$ cat config.mk
export PLATFORM = sky130hd
export DESIGN_NAME = utf8_to_utf16_decoder_core
export DESIGN_NICKNAME = d
export VERILOG_FILES = /design/src/u2u_pkg.sv /design/src/utf8_to_utf16_decoder_core.sv /design/src/u2u_front.sv /design/src/u2u_fifo.sv /design/src/u2u_back.sv
export SDC_FILE = /design/constraint.sdc
export NUM_CORES = 1
export LEC_CHECK = 0
export BUFFER_PORTS_ARGS = -buffer_cell sky130_fd_sc_hd__clkbuf_2
export CAP_MARGIN = 20
export CORE_MARGIN = 2
export CORE_UTILIZATION = 30
export DETAILED_ROUTE_END_ITERATION = 8
export GPL_ROUTABILITY_DRIVEN = 0
export GPL_TIMING_DRIVEN = 0
export PLACE_DENSITY = 0.47
export SETUP_SLACK_MARGIN = 0.2
export SKIP_LAST_GASP = 1
export SYNTH_ARGS = -nofsm -noshare
export SYNTH_HDL_FRONTEND = slang
export SYNTH_HIERARCHICAL = 1
export SYNTH_SLANG_ARGS = --single-unit
$ cat constraint.sdc
create_clock -name clk -period 5.75 [get_ports clk]
set_clock_uncertainty 0.15 [all_clocks]
set_input_delay 0.2875 -clock clk [delete_from_list [all_inputs] [get_ports clk]]
set_output_delay 0.2875 -clock clk [all_outputs]
set_load 0.005 [all_outputs]
$ cat src/u2u_pkg.sv
`default_nettype none
// ----------------------------------------------------------------------------
// u2u_pkg
// Shared types and constants for the UTF-8 to UTF-16 decoder.
// ----------------------------------------------------------------------------
package u2u_pkg;

  localparam int unsigned POINT_W = 21;
  localparam int unsigned UNIT_W  = 16;

  typedef logic [POINT_W-1:0] point_t;
  typedef logic [UNIT_W-1:0]  unit_t;

  typedef struct packed {
    logic [7:0] byte_in;
    logic       start_of_string;
  } in_item_t;

  typedef struct packed {
    unit_t code_unit;
    logic  last_unit;
    logic  beyond_range;
  } out_item_t;

  // Queue status seen by the producer and the consumer.
  typedef struct packed {
    logic not_empty;
    logic not_full;
  } q_status_t;

  // Byte class limits.
  localparam logic [7:0] ASCII_MAX = 8'h7F;
  localparam logic [7:0] CONT_MAX  = 8'hBF;
  localparam logic [7:0] LEAD2_MAX = 8'hDF;
  localparam logic [7:0] LEAD3_MAX = 8'hEF;

  // Payload masks.
  localparam logic [7:0] CONT_MASK  = 8'h3F;
  localparam logic [7:0] LEAD2_MASK = 8'h1F;
  localparam logic [7:0] LEAD3_MASK = 8'h0F;
  localparam logic [7:0] LEAD4_MASK = 8'h07;

  // Continuation counts loaded by lead bytes.
  localparam logic [1:0] NEED_NONE  = 2'd0;
  localparam logic [1:0] NEED_ONE   = 2'd1;
  localparam logic [1:0] NEED_TWO   = 2'd2;
  localparam logic [1:0] NEED_THREE = 2'd3;

  // Surrogate encoding.
  localparam point_t BMP_MAX    = 21'h00FFFF;
  localparam point_t POINT_MAX  = 21'h10FFFF;
  localparam point_t SUPP_BASE  = 21'h010000;
  localparam unit_t  HI_SURR    = 16'hD800;
  localparam unit_t  LO_SURR    = 16'hDC00;
  localparam unit_t  SURR_MASK  = 16'h03FF;

endpackage
`default_nettype wire

$ cat src/utf8_to_utf16_decoder_core.sv
// Path: a byte that completes a code point is written into the point queue, and its
//   first unit is then loaded from the queue head into the output register.
// Throughput: one byte per cycle in while the queue has space; one unit per cycle out
//   when out_ready is high; the queue absorbs a pair holding the output register.
// Bytes that do not complete a point produce no unit.
// Reset: synchronous, active high; clears the partial point, the queue and out_valid.
`default_nettype none
// ----------------------------------------------------------------------------
// utf8_to_utf16_decoder_core
// UTF-8 byte stream to UTF-16 code units: a front end decodes bytes into
// code points, a short queue decouples it from the back end, which emits
// one unit or a surrogate pair per point from a registered output.
// ----------------------------------------------------------------------------
module utf8_to_utf16_decoder_core #(
  parameter int unsigned QDEPTH = 2   // point queue depth, 2 or more
) (
  input  wire                 clk,
  input  wire                 rst,
  // byte items in
  input  wire                 in_valid,
  output logic                in_ready,
  input  u2u_pkg::in_item_t   in_data,
  // unit items out
  output logic                out_valid,
  input  wire                 out_ready,
  output u2u_pkg::out_item_t  out_data
);

  // front -> queue
  logic               push;
  u2u_pkg::point_t    push_point;
  // queue -> back
  logic               pop;
  u2u_pkg::point_t    head;
  u2u_pkg::q_status_t q_status;

  // Front: byte classification and point assembly. Ready only follows queue
  // space, so it keeps taking bytes while the back end stalls on a pair.
  u2u_front u_front (
    .clk        (clk),
    .rst        (rst),
    .in_valid   (in_valid),
    .in_ready   (in_ready),
    .in_data    (in_data),
    .q_status   (q_status),
    .push       (push),
    .push_point (push_point)
  );

  // Queue of finished code points.
  u2u_fifo #(
    .DEPTH (QDEPTH)
  ) u_fifo (
    .clk        (clk),
    .rst        (rst),
    .push       (push),
    .push_point (push_point),
    .pop        (pop),
    .head       (head),
    .status     (q_status)
  );

  // Back: UTF-16 encoding into the output register; the low surrogate waits
  // in a side register while the high one is presented.
  u2u_back u_back (
    .clk       (clk),
    .rst       (rst),
    .q_status  (q_status),
    .head      (head),
    .pop       (pop),
    .out_valid (out_valid),
    .out_ready (out_ready),
    .out_data  (out_data)
  );

endmodule
`default_nettype wire

$ cat src/u2u_front.sv
`default_nettype none
// ----------------------------------------------------------------------------
// u2u_front
// Accepts bytes, tracks the partial code point and pushes finished points.
// ----------------------------------------------------------------------------
module u2u_front (
  input  wire                 clk,
  input  wire                 rst,
  input  wire                 in_valid,
  output logic                in_ready,
  input  u2u_pkg::in_item_t   in_data,
  input  u2u_pkg::q_status_t  q_status,
  output logic                push,
  output u2u_pkg::point_t     push_point
);

  u2u_pkg::point_t partial_point;
  u2u_pkg::point_t partial_point_next;
  logic [1:0]      bytes_expected;
  logic [1:0]      bytes_expected_next;

  logic            accept;
  logic            emit;
  logic [7:0]      b;
  u2u_pkg::point_t pp0;
  logic [1:0]      be0;
  u2u_pkg::point_t point;

  assign in_ready = q_status.not_full;
  assign accept   = in_valid && in_ready;

  always_comb begin
    b     = in_data.byte_in;
    pp0   = in_data.start_of_string ? '0 : partial_point;
    be0   = in_data.start_of_string ? u2u_pkg::NEED_NONE : bytes_expected;
    point = pp0;
    emit  = 1'b0;
    bytes_expected_next = be0;
    if (b <= u2u_pkg::ASCII_MAX) begin
      point = u2u_pkg::POINT_W'(b);
      bytes_expected_next = u2u_pkg::NEED_NONE;
      emit = 1'b1;
    end else if (b <= u2u_pkg::CONT_MAX) begin
      if (be0 != u2u_pkg::NEED_NONE) begin
        point = {pp0[u2u_pkg::POINT_W-7:0], b[5:0] & u2u_pkg::CONT_MASK[5:0]};
        bytes_expected_next = be0 - 2'd1;
        emit = (bytes_expected_next == u2u_pkg::NEED_NONE);
      end else begin
        // stray continuation: point is zero here
        emit = 1'b1;
      end
    end else if (b <= u2u_pkg::LEAD2_MAX) begin
      point = u2u_pkg::POINT_W'(b & u2u_pkg::LEAD2_MASK);
      bytes_expected_next = u2u_pkg::NEED_ONE;
    end else if (b <= u2u_pkg::LEAD3_MAX) begin
      point = u2u_pkg::POINT_W'(b & u2u_pkg::LEAD3_MASK);
      bytes_expected_next = u2u_pkg::NEED_TWO;
    end else begin
      point = u2u_pkg::POINT_W'(b & u2u_pkg::LEAD4_MASK);
      bytes_expected_next = u2u_pkg::NEED_THREE;
    end
    partial_point_next = emit ? '0 : point;
  end

  assign push       = accept && emit;
  assign push_point = point;

  always_ff @(posedge clk) begin
    if (rst) begin
      partial_point  <= '0;
      bytes_expected <= u2u_pkg::NEED_NONE;
    end else if (accept) begin
      partial_point  <= partial_point_next;
      bytes_expected <= bytes_expected_next;
    end
  end

endmodule
`default_nettype wire

$ cat src/u2u_fifo.sv
`default_nettype none
// ----------------------------------------------------------------------------
// u2u_fifo
// Short queue of finished code points between front and back.
// ----------------------------------------------------------------------------
module u2u_fifo #(
  parameter int unsigned DEPTH = 2
) (
  input  wire                 clk,
  input  wire                 rst,
  input  wire                 push,
  input  u2u_pkg::point_t     push_point,
  input  wire                 pop,
  output u2u_pkg::point_t     head,
  output u2u_pkg::q_status_t  status
);

  localparam int unsigned PTR_W = (DEPTH > 1) ? $clog2(DEPTH) : 1;
  localparam int unsigned CNT_W = $clog2(DEPTH + 1);

  u2u_pkg::point_t  mem [DEPTH];
  logic [PTR_W-1:0] wr_ptr;
  logic [PTR_W-1:0] rd_ptr;
  logic [CNT_W-1:0] count;

  assign head             = mem[rd_ptr];
  assign status.not_empty = (count != '0);
  assign status.not_full  = (count != CNT_W'(DEPTH));

  always_ff @(posedge clk) begin
    if (push) begin
      mem[wr_ptr] <= push_point;
    end
  end

  always_ff @(posedge clk) begin
    if (rst) begin
      wr_ptr <= '0;
      rd_ptr <= '0;
      count  <= '0;
    end else begin
      if (push) begin
        wr_ptr <= (wr_ptr == PTR_W'(DEPTH - 1)) ? '0 : wr_ptr + PTR_W'(1);
      end
      if (pop) begin
        rd_ptr <= (rd_ptr == PTR_W'(DEPTH - 1)) ? '0 : rd_ptr + PTR_W'(1);
      end
      case ({push, pop})
        2'b10:   count <= count + CNT_W'(1);
        2'b01:   count <= count - CNT_W'(1);
        default: count <= count;
      endcase
    end
  end

`ifndef SYNTHESIS
  a_count_bound: assert property (@(posedge clk) disable iff (rst)
    count <= CNT_W'(DEPTH))
    else $error("queue count beyond depth");
  a_no_pop_empty: assert property (@(posedge clk) disable iff (rst)
    pop |-> count != '0)
    else $error("pop from empty queue");
  a_no_push_full: assert property (@(posedge clk) disable iff (rst)
    push |-> count != CNT_W'(DEPTH))
    else $error("push into full queue");
`endif

endmodule
`default_nettype wire

$ cat src/u2u_back.sv
`default_nettype none
// ----------------------------------------------------------------------------
// u2u_back
// Turns queued code points into one unit or a surrogate pair.
// ----------------------------------------------------------------------------
module u2u_back (
  input  wire                 clk,
  input  wire                 rst,
  input  u2u_pkg::q_status_t  q_status,
  input  u2u_pkg::point_t     head,
  output logic                pop,
  output logic                out_valid,
  input  wire                 out_ready,
  output u2u_pkg::out_item_t  out_data
);

  logic            pend_valid;
  u2u_pkg::unit_t  pend_unit;
  logic            pend_over;

  logic            slot_free;
  logic            is_pair;
  logic            over;
  u2u_pkg::point_t v;
  u2u_pkg::unit_t  hi_unit;
  u2u_pkg::unit_t  lo_unit;

  assign slot_free = !out_valid || out_ready;
  assign pop       = slot_free && !pend_valid && q_status.not_empty;

  always_comb begin
    is_pair = (head > u2u_pkg::BMP_MAX);
    over    = (head > u2u_pkg::POINT_MAX);
    v       = head - u2u_pkg::SUPP_BASE;
    hi_unit = u2u_pkg::HI_SURR + u2u_pkg::UNIT_W'(v[u2u_pkg::POINT_W-1:10]);
    lo_unit = u2u_pkg::LO_SURR + (u2u_pkg::unit_t'(v[9:0]) & u2u_pkg::SURR_MASK);
  end

  // control
  always_ff @(posedge clk) begin
    if (rst) begin
      out_valid  <= 1'b0;
      pend_valid <= 1'b0;
    end else if (slot_free) begin
      if (pend_valid) begin
        out_valid  <= 1'b1;
        pend_valid <= 1'b0;
      end else if (q_status.not_empty) begin
        out_valid  <= 1'b1;
        pend_valid <= is_pair;
      end else begin
        out_valid  <= 1'b0;
      end
    end
  end

  // payload
  always_ff @(posedge clk) begin
    if (slot_free) begin
      if (pend_valid) begin
        out_data <= '{code_unit: pend_unit, last_unit: 1'b1, beyond_range: pend_over};
      end else if (is_pair) begin
        out_data  <= '{code_unit: hi_unit, last_unit: 1'b0, beyond_range: over};
        pend_unit <= lo_unit;
        pend_over <= over;
      end else begin
        out_data <= '{code_unit: head[u2u_pkg::UNIT_W-1:0], last_unit: 1'b1,
                      beyond_range: 1'b0};
      end
    end
  end

`ifndef SYNTHESIS
  a_pend_has_out: assert property (@(posedge clk) disable iff (rst)
    pend_valid |-> out_valid)
    else $error("low surrogate pending without high unit shown");
  a_pend_high_shown: assert property (@(posedge clk) disable iff (rst)
    pend_valid |-> !out_data.last_unit)
    else $error("pending low surrogate behind a final unit");
  a_no_pop_pending: assert property (@(posedge clk) disable iff (rst)
    pop |-> !pend_valid)
    else $error("pop while a low surrogate is pending");
`endif

endmodule
`default_nettype wire
## Word level (Yosys, flattened, before mapping)

Memory sizes are Yosys's and may differ from the RTL's. A register that Yosys moved wholly into a read port is not among the register bits.
Index checks and enable logic that the tools add are counted.

- Latch bits: 0
- RAM bits: 42
- Word-level logic and storage cells: 72
- Bits of input ports: 13
- Memory bits (read-only): 0
- Flip-flop bits (word level): 64
- Output and inout port bits: 20
- Memories: 1

Memory list:

| name | words | bits a word | rd ports | clocked after Yosys merged registers in | write ports | line | RTL |
|---|---|---|---|---|---|---|---|
| u_fifo.mem | 2 | 21 | 1 | 1 | 1 | u2u_fifo.sv:21 | `u2u_pkg::point_t mem [DEPTH];` |

- Bitwise operators: 1
- Multiplexer cells: 29
- $add $sub $neg: 8
- Reduce and logical (&&, ||, !) cells: 12
- Order comparisons: 6
- Div/mod/pow operators: 0
- Equality and inequality tests: 3
- Multipliers: 0
- Shift operators: 0

Operators by type and width:

| kind | number |
|---|---|
| 2-to-1 mux 21 bit | 6 |
| 2-to-1 mux 18 bit | 2 |
| less-or-equal comparator 8 bit, second input constant | 3 |
| > comparator 21 x 16 -> 1 bit, second input constant | 1 |
| > comparator 21 bit, second input constant | 1 |
| subtractor 21 x 17 -> 21 bit, second input constant | 1 |
| adder 15 x 11 -> 16 bit, first input constant | 1 |
| adder 15 x 12 -> 16 bit, first input constant | 1 |
| 2-to-1 mux 1 bit | 14 |
| 2-to-1 mux 2 bit | 5 |
| less-or-equal comparator 8 x 7 -> 1 bit, second input constant | 1 |
| nonzero test 2 bit | 3 |
| logical AND 1 bit | 4 |
| 2-to-1 mux 4 bit | 1 |
| case mux 2 bit (2 select lines) | 1 |
| subtractor 2 x 1 -> 2 bit, second input constant | 2 |
| AND reduction 3 bit | 1 |
| adder 1 bit, second input constant | 2 |
| adder 2 x 1 -> 2 bit, second input constant | 1 |
| equality test 2 x 1 -> 1 bit, second input constant | 1 |
| equality test 2 bit, second input constant | 1 |
| logical NOT 1 bit | 2 |
| logical NOT 2 bit | 1 |
| != test 2 bit, second input constant | 1 |
| 2 further kinds | 2 |

## Depth between registers and ports, before layout

Gate-level depths: netlist of the first run.

- Word-level depth: 9
- Mapped depth: 10
- Mapped depth without buffers: 8

## Cells and area by module

Netlist of the first run, hierarchy kept.

Modules (own cells, without submodules):

| module | area each (um^2) | cells an instance | times used | seq. area each (um^2) |
|---|---|---|---|---|
| u2u_fifo | 1712.9 | 87 | 1 | 1361.3 |
| u2u_back | 1396.3 | 109 | 1 | 910.9 |
| u2u_front | 1158.6 | 112 | 1 | 460.4 |

## Worst setup path after synthesis of the first run

No wires, ideal clock.

- Path type: flip-flop to flip-flop
- From: register (tool-made name)
- To: register u_back.pend_over (enable)
- Cell stages (with the launch flop): 9
- Buffers on the path: 3
- Path slack: 2453 ps
- Arrival: 2754 ps
- Data required time: 5207 ps
- Setup time: 393 ps
- Path through: dfxtp_1 buf_2 mux2_1 nand4_1 or4_1 buf_6 mux2_4 buf_6 nor3_1

RTL lines:

| item | line | RTL |
|---|---|---|
| end signal, assigned | u2u_back.sv:65 | `pend_over <= over;` |
| end, declared | u2u_back.sv:19 | `logic pend_over;` |

==> results of run 1 <==
-- area by class of cell --
class,count,area share
timing repair buffer,32,0.03661
sequential,101,0.5476
clock inverter,7,0.01630
tap,180,0.04514
inverter,7,0.005266
clock buffer,9,0.04514
buffer,16,0.02232
multi-input combinational,184,0.2816
-- cell usage in the layout (no fill, tap or decap), types with 4 or more instances in the layout --
cell type | netlist | final
buf_2 | 5 | 5
o22ai_1 | 8 | 8
o221a_2 | 6 | 6
a21oi_1 | 9 | 9
clkbuf_16 | 0 | 9
buf_6 | 4 | 4
clkbuf_2 | 0 | 31
mux2_1 | 21 | 21
or3_1 | 6 | 6
nand4_1 | 5 | 5
a22o_1 | 22 | 22
buf_4 | 4 | 4
nor3_1 | 12 | 11
nor2_1 | 19 | 18
nand2_1 | 13 | 13
edfxtp_1 | 71 | 71
dfxtp_1 | 30 | 30
nor2b_1 | 4 | 4
inv_1 | 7 | 7
o221a_1 | 7 | 7
o21ai_0 | 4 | 4
-- critical path: stages (launching register included) --
cell and delay [ns]:
dfxtp_1 0.36, buf_2 0.28, mux2_1 0.27, nand4_1 0.12
or4_1 0.56, buf_6 0.17, mux2_4 0.30, buf_6 0.14
nor3_2 0.71
-- power breakdown --
part	switching (W)	leakage, nW	total (W)	internal [W]
combinational	0.000290	0.729	0.000491	0.000201
clock	0.000277	0.152	0.000621	0.000344
sequential	0.0000429	0.937	0.00102	0.000976
-- worst max-delay path by stage --
stage / startpoint / to / slack (ns)
2_1_floorplan: flip-flop / u_back/pend_over$_DFFE_PP_ / 2.45
3_3_place_gp: flip-flop / u_back/pend_unit[8]$_DFFE_PP_ / 1.77
3_5_place_dp: flip-flop / u_back/pend_over$_DFFE_PP_ / 2.31
4_1_cts: flip-flop / u_back/pend_over$_DFFE_PP_ / 2.28
5_1_grt: flip-flop / u_back/pend_unit[8]$_DFFE_PP_ / 2.16
6_report: flip-flop / u_back/pend_unit[8]$_DFFE_PP_ / 2.30
-- cells in the mapped netlist, types with 6 or more instances --
cell      instances
edfxtp_1         71
dfxtp_1          30
a22o_1           22
mux2_1           21
nor2_1           19
nand2_1          13
nor3_1           12
a21oi_1           9
o22ai_1           8
inv_1             7
o221a_1           7
o221a_2           6
or3_1             6
-- cell families (layout without fill, tap and decap cells) --
logic type / count (synthesis) / after routing
compound gates: 69 / 69
simple gates: 79 / 79
mux: 28 / 28
flops: 101 / 101
xor+xnor: 6 / 6
buf+inv: 23 / 71
fa+ha+maj: 2 / 2
-- routing by layer --
metal	GRT usage	wire length (µm)	up-vias
met5	0	0	-
met4	0.05753	46	0
met3	0.02076	372	2
met2	0.1844	4189	57
met1	0.1782	4407	1310
li1	-	-	1293
-- flip-flops by register name, summed over array words and instances (netlist names), named ones only --
register                cells
u_fifo/mem                 42
u_front/partial_point      21
u_back/out_data            18
u_back/pend_unit           10
u_fifo/count                2
u_front/bytes_expected      2
u_back/out_valid            1
u_back/pend_over            1
u_back/pend_valid           1
u_fifo/rd_ptr               1
u_fifo/wr_ptr               1
-- metrics by stage --
| step | instances | instance area (µm²) |
|---|---|---|
| 6_report | 536 | 4990 |
| 5_1_grt | 536 | 4990 |
| 4_1_cts | 536 | 4990 |
| 3_5_place_dp | 520 | 4683 |
| 3_3_place_gp | 519 | 4648 |
| 2_1_floorplan | 308 | 4268 |
==> results.md, run 1 <==
* Status: finished clean
* Dpl hpwl at 6417 µm
* Hold Crit Start: out_ready
* Nature of the critical path startpoint: flip-flop
* Post-DR vias/cell at 4.966
* Synthesized area at 0.004268 mm²
* Share of cells above drive strength 1 at 0.2247
* Tmin final at 3.449 ns
* Max Cap Violations at 0
* Congestion Overflow GR at 0
* CTS Buf Count at 9
* CTS resizes at 0
* Reg area at 0.002733 mm²
* Setup Buffers After CTS at 0
* Final Max Slew Viols at 0
* Lkg Pwr at 1.818 nW
* P per Cell Area at 427.1 mW/mm²
* Antenna violations before repair at 0
* Final Hold Fails at 0
* Main synth FF type: edfxtp_1
* Pre-CTS setup slack at 2.312 ns
* Die Ht at 123.3 µm
* Reg2Reg Depth at 8
* Vias at 2662
* Fillers at 1361
* H-tree depth at 3
* Largest family of logic cells by synthesized area: compound AO/OA/AOI/OAI gates
* Core footprint at 0.01388 mm²
* Compound-gate portion of the synthesized area at 0.1325
* Setup WS post-layout at 2.301 ns
* RSZ-0062 raised after global routing: false
* Number of flops mapped to enable cells by yosys at 71
* Peak supply drop at 0.1516 mV
* Hold crit path type: in -> reg
* Diode count at 0
* DRC errors left at 0
* Skew-Pair Late Insertion Delay at 0.34 ns
* PortBufs at 31
* FF-to-FF setup slack at 2.30 ns
* Hold path endpoint: u_back/pend_valid$_SDFFE_PP0N_
* Post-Syn Nets at 323
* Synth top area share at 0.4996
* Simple-gate share of the synthesized area at 0.1003
* Slew margin rel. at 0.3448
* Boundary Pins at 33
* Layout area overhead at 16.92%
* Die area at 0.01520 mm²
* Max FO, Critical Path at 11
* Worst hold stages at 4
* Worst-margin pin slew at 0.9827 ns
* WL final at 9016 µm
* Critical Path End Type: flip-flop
* Cell count after synthesis at 308
* Initial core utilization at 0.3075
* Library cells used by synthesis at 52
* Starting DRT DRC Count at 224
* Post-Route Utilization at 0.3595
* Nets at 366
* CTS tree: built
* Synth Area in XOR/XNOR at 0.01231
* Overall Global Routing Usage at 0.1247
* Worst EP required at 5.57 ns
* Routed Antenna Nets at 0
* First-pass GRT wire length at 13900 µm
* Area of the multi-input gates at 0.001405 mm²
* Final period util at 0.5998
* # rows at 43
* Avg Inst Size Synth at 13.86 µm²
* Hold Buf Count CTS at 0
* Number of synthesized register bits at 101
* Adder-Cell Fraction of Synth Area at 0.005863
* Cell accounting for the most synthesized area: edfxtp_1
* Total power at 0.002131 W
* Die X at 123.3 µm
* Sink count of the clock tree at 101
* Pre-antenna DRT Iters at 5
* Async SR Flop Fraction at 0
* Sequential area share after synthesis at 0.6403
* Root Buffer: clkbuf_16
* Mux cell area share after synthesis at 0.07652
* Main area contributors after synthesis: edfxtp_1 (50%), dfxtp_1 (14%), mux2_1 (5.5%)
* R2r endpoint: u_back/pend_unit[8]$_DFFE_PP_
* Warnings from Yosys at 6
* Setup TNS at 0 ns
* Vias in the first global route at 2495
* Clock-pin slew of the registers on the worst-case setup and hold paths at 0.07 ns
* Worst EP arrival at 3.27 ns
* Maximum clock frequency at 290.0 MHz
* Setup CP Type: reg -> reg
* CTS max path bufs at 2
* Largest net degree at the start of global routing at 22
* Drt wl/cell at 16.82 µm
* Final setup vio count at 0
* Hold Slack at 0.1148 ns
(Power assumes the default switching activity.)
==> inputs of run 2 (changes only) <==
clock period = 3.59 ns   (was 5.75 ns; I/O delays follow)
==> run 2 against run 1 <==
Net effect:
- routed wire length about the same
- combinational power grew 62%
- design area rose by 0.38%
- largest cell class unchanged
- largest power group unchanged
- highest routed layer unchanged
==> results.md, run 2 (synthesized netlist as in run 1, its figures left out) <==
* CTS tree: built
* Routed Antenna Nets at 0
* Critical Path End Type: flip-flop
* Largest registers: u_fifo/mem: 42 flops, u_front/partial_point: 21 flops, u_back/out_data: 18 flops
* Sink count of the clock tree at 101
* Reg2Reg Depth at 8
* Lkg Pwr at 1.825 nW
* PortBufs at 31
* Worst-margin pin slew at 0.9954 ns
* # rows at 43
* Peak supply drop at 0.2435 mV
* Congestion Overflow GR at 0
* Antenna violations before repair at 0
* Max reg flops at 42
* Skew-Pair Late Insertion Delay at 0.34 ns
* Largest net degree at the start of global routing at 22
* Setup Buffers After CTS at 0
* Setup TNS at 0 ns
* Maximum clock frequency at 310.9 MHz
* Max Cap Violations at 0
* Seq pwr share at 0.477
* Layout area overhead at 17.36%
* Critical Path Sink: u_back/pend_over$_DFFE_PP_
* Pre-antenna DRT Iters at 4
* Commonest non-fill, non-tap cells in the layout: edfxtp_1 (71), clkbuf_2 (31), dfxtp_1 (30)
* Slew margin rel. at 0.3364
* Final period util at 0.8959
* Nature of the critical path startpoint: flip-flop
* RSZ-0062 raised after global routing: false
* Setup WS post-layout at 0.3738 ns
* Root Buffer: clkbuf_16
* Final Hold Fails at 0
* R2r endpoint: u_back/pend_over$_DFFE_PP_
* Post-Route Utilization at 0.3608
* Worst EP required at 3.42 ns
* Die area at 0.01520 mm²
* WL final at 9010 µm
* Most common cell after layout, fill and taps aside: edfxtp_1
* Clock-pin slew of the registers on the worst-case setup and hold paths at 0.07 ns
* DRC errors left at 0
* Worst EP arrival at 3.05 ns
* CTS Buf Count at 9
* Boundary Pins at 33
* Die X at 123.3 µm
* Hold Slack at 0.03087 ns
* Final setup vio count at 0
* Overall Global Routing Usage at 0.1250
* Max FO, Critical Path at 11
* P per Cell Area at 682.7 mW/mm²
* Total power at 0.003419 W
* Most flops, register: u_fifo/mem
* Drt wl/cell at 16.78 µm
* Vias in the first global route at 2495
* Status: finished clean
* Sw Pwr at 0.0009785 W
* Pre-CTS setup slack at 0.1524 ns
* Vias at 2648
* First-pass GRT wire length at 13940 µm
* CTS max path bufs at 2
* Nets at 367
* Clock network power share at 0.291
* Internal at 0.002441 W
* Core footprint at 0.01388 mm²
* FF-to-FF setup slack at 0.37 ns
* Post-DR vias/cell at 4.931
* Tmin final at 3.216 ns
* Diode count at 0
* Die Ht at 123.3 µm
* Net Sw Frac at 0.2862
* Combinational share of power at 0.232
* Initial core utilization at 0.3075
* Share of cells above drive strength 1 at 0.2269
* Starting DRT DRC Count at 249
* Setup CP Type: reg -> reg
* Final Max Slew Viols at 0
* Hold crit path type: in -> reg
* H-tree depth at 3
* Dpl hpwl at 6417 µm
## run 2: cell count changes in the layout (fill, tap and decap cells not counted)
cell,previous run,this run
nor2_1,18,17
dlygate4sd3_1,0,1
nor2_2,1,2
nor3_4,1,2
nor3_2,2,1
## run 2: power by group through the flow
| stage | logic, W | clock network, W | registers, W |
|---|---|---|---|
| 5_1_grt | 0.000886 | 0.00108 | 0.00165 |
| 4_1_cts | 0.000803 | 0.00102 | 0.00163 |
| 3_3_place_gp | 0.000775 | 0 | 0.00165 |
| 6_report | 0.000794 | 0.000994 | 0.00163 |
| 3_5_place_dp | 0.000787 | 0 | 0.00166 |
| 2_1_floorplan | 0.000502 | 0 | 0.00166 |
## run 2: cell type report
cell class                 instances  area [µm²]
clock inverter                     7       81.33
clock buffer                       9       225.2
tap                              180       225.2
inverter                           7       26.28
buffer                            16       111.4
timing repair buffer              33       192.7
sequential                       101        2733
multi-input combinational        184        1414
fill                            1365        8872
## run 2: per-stage QoR
step / cell area (µm²) / instances
global placement: 4648 / 519
finish: 5009 / 537
floorplan: 4268 / 308
detailed placement: 4683 / 520
global route: 5009 / 537
CTS: 5006 / 537
## run 2: how the worst min path moves through the flow
stage | to | startpoint | cells after the start
finish | u_back/pend_valid$_SDFFE_PP0N_ | out_ready | 4
detailed placement | u_front/partial_point[19]$_SDFFE_PP0P_ | u_front/partial_point[19]$_SDFFE_PP0P_ | 1
CTS | u_back/pend_valid$_SDFFE_PP0N_ | out_ready | 4
floorplan | u_back/pend_valid$_SDFFE_PP0N_ | rst | 1
global route | u_back/pend_valid$_SDFFE_PP0N_ | out_ready | 4
global placement | u_front/partial_point[19]$_SDFFE_PP0P_ | u_front/partial_point[19]$_SDFFE_PP0P_ | 1
## run 2: critical path, stage by stage (launching register included)
cell and delay (ns):
dfxtp_1 0.36, buf_2 0.28, mux2_1 0.26, nand4_1 0.14
or4_1 0.54, buf_6 0.17, mux2_4 0.30, buf_6 0.15
nor3_4 0.49
## run 2: metal layers
layer  share of wire  wire, µm  track usage
met2            0.47      4237       0.1844
met5               0         0            0
met4          0.0051        46      0.05753
met3           0.046       416      0.02076
met1            0.48      4310       0.1792
## run 2: timing repair
action                                  CTS  global route
hold endpoints to repair                  1             0
hold buffers                              1             0
endpoints found under the setup margin   11             1
gates resized for setup                   1             1
==> inputs of run 3 (changes only) <==
PLACE_DENSITY = unset   (was 0.47)
==> run 3 against run 2 <==
Net effect:
- non-clock buffer count is the same
- fmax grew 1.1%
- sequential share of layout area grew 0.63 points
- sequential cell count is the same
- utilization shrank 0.41 points
- global-route usage shrank 0.77 points
- design area shrank 1.1%
- final cell count is the same
- total power shrank 3.6%
- critical path type unchanged
- largest cell class unchanged
- largest power group unchanged
==> results.md, run 3 (synthesized netlist as in run 1, its figures left out) <==
* WL final at 8532 µm
* Slew margin rel. at 0.3390
* Pre-antenna DRT Iters at 4
* Most flops, register: u_fifo/mem
* Final design instance area without fill at 0.004951 mm²
* Final Hold Fails at 0
* Starting DRT DRC Count at 260
* Skew-Pair Late Insertion Delay at 0.33 ns
* Nets at 367
* Vias in the first global route at 2639
* Routed Antenna Nets at 0
* Largest registers: u_fifo/mem: 42 flops, u_front/partial_point: 21 flops, u_back/out_data: 18 flops
* First-pass GRT wire length at 13750 µm
* Nature of the critical path startpoint: flip-flop
* Congestion Overflow GR at 0
* Setup Buffers After CTS at 0
* CTS max path bufs at 2
* Most common cell after layout, fill and taps aside: edfxtp_1
* Worst EP arrival at 3.06 ns
* Post-DR vias/cell at 4.944
* P per Cell Area at 665.5 mW/mm²
* Commonest non-fill, non-tap cells in the layout: edfxtp_1 (71), clkbuf_2 (31), dfxtp_1 (30)
* Final setup vio count at 0
* Die area at 0.01520 mm²
* PortBufs at 31
* Hold Buf Count CTS at 0
* Overall Global Routing Usage at 0.1173
* Worst hold stages at 3
* Worst EP required at 3.47 ns
* Reg2Reg Depth at 9
* Initial core utilization at 0.3075
* Diode count at 0
* Clock-pin slew of the registers on the worst-case setup and hold paths at 0.07 ns
* Share of cells above drive strength 1 at 0.2241
* Non-filler cells, final at 537
* Sink count of the clock tree at 101
* Tmin final at 3.181 ns
* Drt wl/cell at 15.89 µm
* Vias at 2655
* Largest net degree at the start of global routing at 22
* Maximum clock frequency at 314.4 MHz
* # rows at 43
* Lkg Pwr at 1.806 nW
* Critical Path End Type: flip-flop
* H-tree depth at 3
* Max reg flops at 42
* Core footprint at 0.01388 mm²
* Placed Cells at 521
* Boundary Pins at 33
* Dpl hpwl at 6100 µm
* Max Cap Violations at 0
* Peak supply drop at 0.2895 mV
* CTS Buf Count at 9
* Status: finished clean
* DRC errors left at 0
* Post-Route Utilization at 0.3567
* Hold crit path type: in -> reg
* Antenna violations before repair at 0
* Setup CP Type: reg -> reg
* RSZ-0062 raised after global routing: false
* Layout area overhead at 16.01%
* Die Ht at 123.3 µm
* Worst-margin pin slew at 0.9916 ns
* Root Buffer: clkbuf_16
* Final period util at 0.8859
* Die X at 123.3 µm
* CTS tree: built
* Final Max Slew Viols at 0
* Max FO, Critical Path at 10
* Placed cell area at 0.004671 mm²
-- run 3: cell types whose count changed in the layout (fill, tap and decap cells not counted), sizes merged --
| cell | delta |
|---|---|
| bufinv | -1 |
| inv | -2 |
| buf | +1 |
| dlygate4sd3 | -1 |
| clkinv | +1 |
| clkbuf | +2 |
-- run 3: area by class of cell --
type                    instances  area, µm²
multi-input cells             184       1411
plain buffers                  16      111.4
well taps                     180      225.2
flip-flops and latches        101       2733
clock inverters                 5      26.28
clock buffers                  11      242.7
repair buffers                 33      175.2
fillers                      1346       8930
inverters                       7      26.28
-- run 3: worst paths after layout --
path	startpoint	end	slack, ns
setup / recovery	flip-flop	u_back/pend_unit[7]$_DFFE_PP_	0.41
hold / removal	in_data[4]	u_front/partial_point[3]$_SDFFE_PP0P_	0.04
setup reg to reg	flip-flop	u_back/pend_unit[7]$_DFFE_PP_	0.41
hold reg to reg	u_front/partial_point[6]$_SDFFE_PP0P_	u_front/partial_point[6]$_SDFFE_PP0P_	0.32
-- run 3: where the power goes --
| group | internal, W | switching [W] |
|---|---|---|
| clock | 0.000485 | 0.000397 |
| combinational | 0.000325 | 0.000458 |
| sequential | 0.00156 | 0.0000691 |
-- run 3: critical path: stages, from the launching register on --
cell     delay, ns
dfxtp_1       0.35
buf_2         0.28
mux2_1        0.27
nand4_1       0.11
or4_1         0.57
buf_6         0.17
mux2_4        0.31
buf_6         0.14
nor3_4        0.26
buf_2         0.26
-- run 3: timing repair --
action | CTS | global route
gates resized for setup | 1 | 1
gates cloned | 0 | 0
endpoints found under the setup margin | 7 | 7
-- run 3: metal layers --
metal,track usage,vias to the layer above,part of all wire
met3,0.01937,9,0.045
met4,0.05398,0,0.014
met2,0.1854,60,0.47
li1,-,1287,-
met1,0.1574,1299,0.47
met5,0,-,0
-- run 3: through the flow --
stage	total power, W	setup WS (ns)	hold WS (ns)	setup TNS [ns]
6_report	0.003295	0.4095	0.03653	0
5_1_grt	0.003471	0.2057	0.05938	0
3_5_place_dp	0.002433	0.09798	0.3127	0
2_1_floorplan	0.002162	0.2927	0.09857	0
3_3_place_gp	0.002406	-0.2578	0.3086	-2.829
4_1_cts	0.003315	0.2834	0.01440	0
